**src/sv/mcmp_pkg.sv**
```systemverilog
package mcmp_pkg;

  // System bytes of interest
  localparam logic [7:0] SYSEX_START = 8'hF0;
  localparam logic [7:0] SYSEX_END   = 8'hF7;

  // Status nibble values
  localparam logic [3:0] TYPE_NOTE_OFF     = 4'h8;
  localparam logic [3:0] TYPE_NOTE_ON      = 4'h9;
  localparam logic [3:0] TYPE_POLY_PRESS   = 4'hA;
  localparam logic [3:0] TYPE_PROG_CHANGE  = 4'hC;
  localparam logic [3:0] TYPE_CHAN_PRESS   = 4'hD;
  localparam logic [3:0] TYPE_PITCH_BEND   = 4'hE;
  localparam logic [3:0] TYPE_SYSTEM       = 4'hF;

  localparam int unsigned BYTE_W = 8;
  localparam int unsigned DATA_W = 7;
  localparam int unsigned NIB_W  = 4;
  localparam int unsigned OUT_W  = 32;

  typedef struct packed {
    logic [DATA_W-1:0] note_number;
    logic [DATA_W-1:0] data_high;
    logic [DATA_W-1:0] data_low;
    logic [NIB_W-1:0]  channel;
    logic [NIB_W-1:0]  message_type;
  } msg_t;

endpackage

```
**src/sv/midi_channel_message_parser_top.sv**
```systemverilog
// MIDI channel message parser. One byte beat is taken per cycle on the in_
// channel; a beat is held in an input register and then parsed against the
// latched status into the result register, and a new byte can be taken every
// cycle while the out_ channel keeps up, even as the last byte is parsed. Channel
// status bytes 0x80..0xEF open a message; note off, note on, poly
// pressure, control change and pitch bend complete after two data bytes,
// program change and channel pressure after one (data_high then reads zero).
// A status byte arriving while data is awaited aborts the message and is
// dropped. 0xF0 when idle starts a SysEx skip that 0xF7 ends; other idle
// bytes are ignored. Running status is not supported. note_number carries the
// first data byte for note and poly pressure messages and is zero otherwise.
// Only completed messages produce an out_ beat.
module midi_channel_message_parser_top (
  input  logic        clk,
  input  logic        rst_n,
  input  logic        in_tvalid,
  output logic        in_tready,
  input  logic [7:0]  in_tdata,   // [7:0] midi_byte
  output logic        out_tvalid,
  input  logic        out_tready,
  output logic [31:0] out_tdata   // [3:0] message_type, [7:4] channel,
                                  // [14:8] data_low, [21:15] data_high,
                                  // [28:22] note_number, [31:29] zero
);

  typedef enum logic [1:0] {
    ST_IDLE  = 2'd0,
    ST_DATA1 = 2'd1,
    ST_DATA2 = 2'd2,
    ST_SKIP  = 2'd3
  } state_t;

  state_t                                 state_r, state_nxt;
  logic                                   byte_vld_r;
  logic [mcmp_pkg::BYTE_W-1:0]            byte_r;
  logic [mcmp_pkg::BYTE_W-1:0]            status_r, status_nxt;
  logic [mcmp_pkg::DATA_W-1:0]            first_r, first_nxt;
  logic                                   out_vld_r, out_vld_nxt;
  mcmp_pkg::msg_t                         msg_r, msg_nxt;

  logic                                   advance;
  logic                                   emit;
  logic                                   is_status;
  logic                                   is_chan_status;
  logic [mcmp_pkg::NIB_W-1:0]             cur_type;
  logic                                   one_data;
  logic [mcmp_pkg::DATA_W-1:0]            d1, d2;

  // Parse stage moves when a byte is held and the result slot is free or draining
  assign advance   = byte_vld_r && (!out_vld_r || out_tready);
  assign in_tready = !byte_vld_r || advance;

  assign is_status      = byte_r[7];
  assign is_chan_status = byte_r[7] && (byte_r[7:4] != mcmp_pkg::TYPE_SYSTEM);
  assign cur_type       = status_r[7:4];
  assign one_data       = (cur_type == mcmp_pkg::TYPE_PROG_CHANGE) ||
                          (cur_type == mcmp_pkg::TYPE_CHAN_PRESS);

  // Parse one byte against the latched status
  always_comb begin
    state_nxt  = state_r;
    status_nxt = status_r;
    first_nxt  = first_r;
    emit       = 1'b0;
    d1         = byte_r[6:0];
    d2         = '0;
    unique case (state_r)
      ST_IDLE: begin
        if (byte_r == mcmp_pkg::SYSEX_START) begin
          state_nxt = ST_SKIP;
        end else if (is_chan_status) begin
          status_nxt = byte_r;
          state_nxt  = ST_DATA1;
        end
      end
      ST_DATA1: begin
        if (is_status) begin
          state_nxt = ST_IDLE;
        end else if (one_data) begin
          state_nxt = ST_IDLE;
          emit      = 1'b1;
        end else begin
          first_nxt = byte_r[6:0];
          state_nxt = ST_DATA2;
        end
      end
      ST_DATA2: begin
        state_nxt = ST_IDLE;
        emit      = !is_status;
        d1        = first_r;
        d2        = byte_r[6:0];
      end
      ST_SKIP: begin
        if (byte_r == mcmp_pkg::SYSEX_END) begin
          state_nxt = ST_IDLE;
        end
      end
      default: state_nxt = ST_IDLE;
    endcase
  end

  // Build the result beat
  always_comb begin
    msg_nxt              = msg_r;
    msg_nxt.message_type = cur_type;
    msg_nxt.channel      = status_r[3:0];
    msg_nxt.data_low     = d1;
    msg_nxt.data_high    = one_data ? '0 : d2;
    msg_nxt.note_number  = ((cur_type == mcmp_pkg::TYPE_NOTE_OFF) ||
                            (cur_type == mcmp_pkg::TYPE_NOTE_ON)  ||
                            (cur_type == mcmp_pkg::TYPE_POLY_PRESS)) ? d1 : '0;
    if (advance && emit) begin
      out_vld_nxt = 1'b1;
    end else if (out_tready) begin
      out_vld_nxt = 1'b0;
    end else begin
      out_vld_nxt = out_vld_r;
    end
  end

  // Hold state, input register and result register
  always_ff @(posedge clk) begin
    if (!rst_n) begin
      state_r    <= ST_IDLE;
      byte_vld_r <= 1'b0;
      out_vld_r  <= 1'b0;
    end else begin
      out_vld_r <= out_vld_nxt;
      if (in_tready) begin
        byte_vld_r <= in_tvalid;
      end
      if (advance) begin
        state_r <= state_nxt;
      end
    end
    if (in_tready && in_tvalid) begin
      byte_r <= in_tdata;
    end
    if (advance) begin
      status_r <= status_nxt;
      first_r  <= first_nxt;
    end
    if (advance && emit) begin
      msg_r <= msg_nxt;
    end
  end

  assign out_tvalid = out_vld_r;
  assign out_tdata  = {{(mcmp_pkg::OUT_W - $bits(mcmp_pkg::msg_t)){1'b0}}, msg_r};

  // Checks
  a_type_range: assert property (@(posedge clk) disable iff (!rst_n)
    out_vld_r |-> (msg_r.message_type >= mcmp_pkg::TYPE_NOTE_OFF) &&
                  (msg_r.message_type <= mcmp_pkg::TYPE_PITCH_BEND))
    else $error("result type outside channel message range");

  a_note_only_notes: assert property (@(posedge clk) disable iff (!rst_n)
    out_vld_r && (msg_r.note_number != '0) |->
      (msg_r.message_type == mcmp_pkg::TYPE_NOTE_OFF) ||
      (msg_r.message_type == mcmp_pkg::TYPE_NOTE_ON) ||
      (msg_r.message_type == mcmp_pkg::TYPE_POLY_PRESS))
    else $error("note number set on non-note message");

  a_one_data_high_zero: assert property (@(posedge clk) disable iff (!rst_n)
    out_vld_r && ((msg_r.message_type == mcmp_pkg::TYPE_PROG_CHANGE) ||
                  (msg_r.message_type == mcmp_pkg::TYPE_CHAN_PRESS)) |->
      (msg_r.data_high == '0))
    else $error("data_high set on one-data-byte message");

  a_emit_to_idle: assert property (@(posedge clk) disable iff (!rst_n)
    advance && emit |=> (state_r == ST_IDLE) && out_vld_r)
    else $error("completed message did not return to idle");

  a_data2_two_byte: assert property (@(posedge clk) disable iff (!rst_n)
    (state_r == ST_DATA2) |-> !one_data)
    else $error("one-data-byte message waiting for second byte");

endmodule

```
**config.mk**
```make
export PLATFORM = sky130hd
export DESIGN_NAME = midi_channel_message_parser_top
export DESIGN_NICKNAME = d
export VERILOG_FILES = /design/src/sv/mcmp_pkg.sv /design/src/sv/midi_channel_message_parser_top.sv
export SDC_FILE = /design/constraint.sdc
export NUM_CORES = 1
export LEC_CHECK = 0
export CAP_MARGIN = 10
export CORE_MARGIN = 3
export CORE_UTILIZATION = 40
export DETAILED_ROUTE_END_ITERATION = 16
export DONT_BUFFER_PORTS = 1
export PLACE_DENSITY = 0.65
export REMOVE_ABC_BUFFERS = 1
export SLEW_MARGIN = 20
export SYNTH_ARGS = -nofsm -noshare
export SYNTH_HDL_FRONTEND = slang
export SYNTH_SLANG_ARGS = --single-unit
export TNS_END_PERCENT = 5
```
**constraint.sdc**
```tcl
create_clock -name clk -period 3.3 [get_ports clk]
set_input_delay 0.495 -clock clk [delete_from_list [all_inputs] [get_ports clk]]
set_output_delay 0.495 -clock clk [all_outputs]
set_load 0.03 [all_outputs]
```
==> flow_metrics.py <==
metrics = {
    "outcome": {
        "outcome": "complete, no violations",
    },
    "route": {
        "drc_errors": 0,
        "firstDrtPassIters": 4,
        "routed_wl_mm": 3.39,
        "vias_per_cell": 5.13,
        "drtIter0Drc": 57,
        "ant_nets": 0,
        "routedWlPerCell_um": 17.2,
        "vias": 1010,
    },
    "finish": {
        "layout-drive-gt1-share": 0.154,
        "diodes": 0,
        "syn2layout_area_growth_pct": 9.57,
        "final_cell_mix": "52 x edfxtp_1, 10 x nor2b_1, 7 x mux2_2, 7 x and2_1, 6 x nand2_1",
        "fin_nets": 146,
        "utilization": 0.473,
        "mostFrequentLayoutCell": "edfxtp_1",
        "stdcell_count": 197,
        "area.sequential_um2": 1640,
        "multi_input_area_um2": 473,
        "fillers": 450,
    },
    "sta": {
        "period_needed_ns": 2.23,
        "finClkSkew_ns": 0.00577,
        "slew_headroom": 0.552,
        "tightestPinTransition_ns": 0.670,
        "fin_crit_sh": 0.676,
        "max_freq_mhz": 448,
        "tns_ns": 0,
        "rsz0062_at_grt": "no",
        "finalHoldViolations": 0,
        "setup_viol": 0,
        "maxSlewViolCount": 0,
    },
    "pwr": {
        "vdd_ir_drop_max_v": 0.000414,
        "leakagePower_nw": 0.782,
        "powerDensity_nw_per_um2": 558,
    },
    "placement": {
        "dpl.cell_count": 189,
        "dpl.hpwl_mm": 2.45,
        "gp_congestion": 0.906,
        "port_buffers": 0,
    },
    "cts": {
        "path_clk_slew_ns": 0.10,
        "cts.sinks": 56,
        "numCtsBuffers": 5,
        "cts_tree": "done",
        "insertion_delay_ns": 0.31,
        "cts_max_level": 2,
        "cts_resized": 0,
        "post_cts_buffers": 0,
        "cts_buffer_depth": 2,
        "root_buffer": "clkbuf_8",
        "cts_hold_buffers": 0,
    },
    "critical_path": {
        "timing.rr.end": "out_tdata[19]",
        "cp_cell_sequence": "inv_1, ha_1, a21oi_1, nor4b_4, buf_4",
        "end_kind": "register",
        "crit_type": "register to register",
        "critPathLaunch": "state_r[0]",
        "crit_fanout": 24,
        "cp_slowest_cell": "nor4b_4",
        "crit_path_start_kind": "register",
        "cp.required_ns": 3.30,
        "r2r_slack_ns": 1.07,
        "worstRegToRegCells": 5,
        "critPathMaxStageDelay_ns": 0.53,
        "reg2reg_from": "state_r[0]",
        "arrival_ns": 2.23,
    },
    "grt": {
        "antenna_found_initial": 0,
        "overflow": 0,
        "grt_pass1_wl_mm": 5.37,
        "grt_max_degree": 25,
        "grt_pass1_vias": 1050,
        "grt_usage": 0.118,
    },
    "die": {
        "rows": 25,
        "dieWidth_um": 79.0,
        "io_pins": 46,
        "die_area_um2": 6240,
        "start_util": 0.431,
        "coreArea_um2": 4940,
        "fp.dieH_um": 79.0,
    },
    "flow_run": {
        "cap_violations": 0,
    },
    "worst_hold_path": {
        "hold_path.class": "primary input to register",
        "min-delay-start": "in_tdata[5]",
        "hold-path-cell-count": 0,
        "hold_end": "byte_r[5]",
    },
    "yosys": {
        "yosys.cell_types.count": 29,
        "avgSynthCellArea_um2": 17.5,
        "ys_seq_area_frac": 0.770,
        "yosys_warnings": 0,
        "synthCells": 122,
        "syn-cell-area_um2": 2130,
        "ys_ff_latch": 56,
    },
}
-- power breakdown --
part | leakage (nW) | internal (W) | switching (W)
logic | 0.198 | 0.0000181 | 0.0000237
clock network | 0.0600 | 0.000230 | 0.000223
registers | 0.524 | 0.000790 | 0.0000178
-- kinds of logic (layout without fill, tap and decap cells) --
kind of cell | count (synthesis) | after routing | synth area share
AOI/OAI and AO/OA | 7 | 7 | 0.0235
adders and majority gates | 5 | 5 | 0.0293
buffers and inverters | 6 | 12 | 0.0158
DFF | 56 | 56 | 0.770
muxes | 9 | 9 | 0.0464
other | 1 | 3 | 0.00176
and+or+nand+nor | 38 | 38 | 0.113
-- worst max-delay path: cells and delay by family, from the launching register on --
| family | cells | cell delay (ns) |
|---|---|---|
| DFF | 1 | 0.36 |
| adders and majority gates | 1 | 0.39 |
| and+or+nand+nor | 1 | 0.53 |
| buffers and inverters | 2 | 0.51 |
| AOI/OAI and AO/OA | 1 | 0.13 |
-- how the worst max path moves through the flow --
stage,end,slack (ns),cells past startpoint
floorplan,out_tdata[0],0.30,4
global placement,out_tdata[22],1.22,5
detailed placement,out_tdata[24],1.09,5
CTS,out_tdata[19],1.06,5
global route,out_tdata[19],0.91,5
finish,out_tdata[19],1.07,5
-- flip-flops by register name (all words and copies together) (netlist names) --
register	count
out_tvalid	1
byte_r	8
byte_vld_r	1
status_r	8
first_r	7
state_r	2
out_tdata	29
-- through the flow --
step                      hold slack (ns)  setup slack (ns)  total power (W)  instance area [um2]
after global routing                0.251             0.914          0.00136                 2340
final                               0.271              1.07          0.00130                 2340
after floorplan                     0.400             0.296         0.000849                 2110
after CTS                           0.263              1.06          0.00131                 2340
after detailed placement            0.409              1.09         0.000866                 2220
after global placement              0.406              1.22         0.000864                 2220
-- metal layers --
layer,global-route usage,wire length [um]
met5,0,0
met4,0.0601,65
met3,0.0340,158
met2,0.183,1650
met1,0.151,1510
-- area by class of cell --
class,instances,share of cell area
repair buffers,2,0.00643
clock inverters,3,0.0198
flip-flops and latches,56,0.703
inverters,2,0.00321
multi-input cells,62,0.202
well taps,67,0.0359
clock buffers,5,0.0295
-- synthesized netlist by cell type --
cell type,count,area share
conb_1,1,0.0018
nor3_1,1,0.0023
nand2_1,6,0.011
mux2i_1,2,0.0094
and3b_1,1,0.0041
buf_4,3,0.011
nand3b_1,2,0.0070
and2_2,1,0.0035
o22a_1,1,0.0041
nor4b_2,1,0.0070
nand3_1,2,0.0047
mux2_2,7,0.037
nand4b_1,2,0.0082
o21ai_0,1,0.0023
nor2_1,1,0.0018
nand2b_1,1,0.0029
a21oi_1,2,0.0047
o21a_1,1,0.0035
dfxtp_1,4,0.038
clkbuf_1,1,0.0018
nor2b_1,10,0.029
inv_1,2,0.0035
nor4b_1,2,0.0082
or3_1,1,0.0029
and2_1,7,0.021
edfxtp_1,52,0.73
a21boi_0,1,0.0035
o32a_2,1,0.0053
ha_1,5,0.029
(Power assumes the default switching activity.)
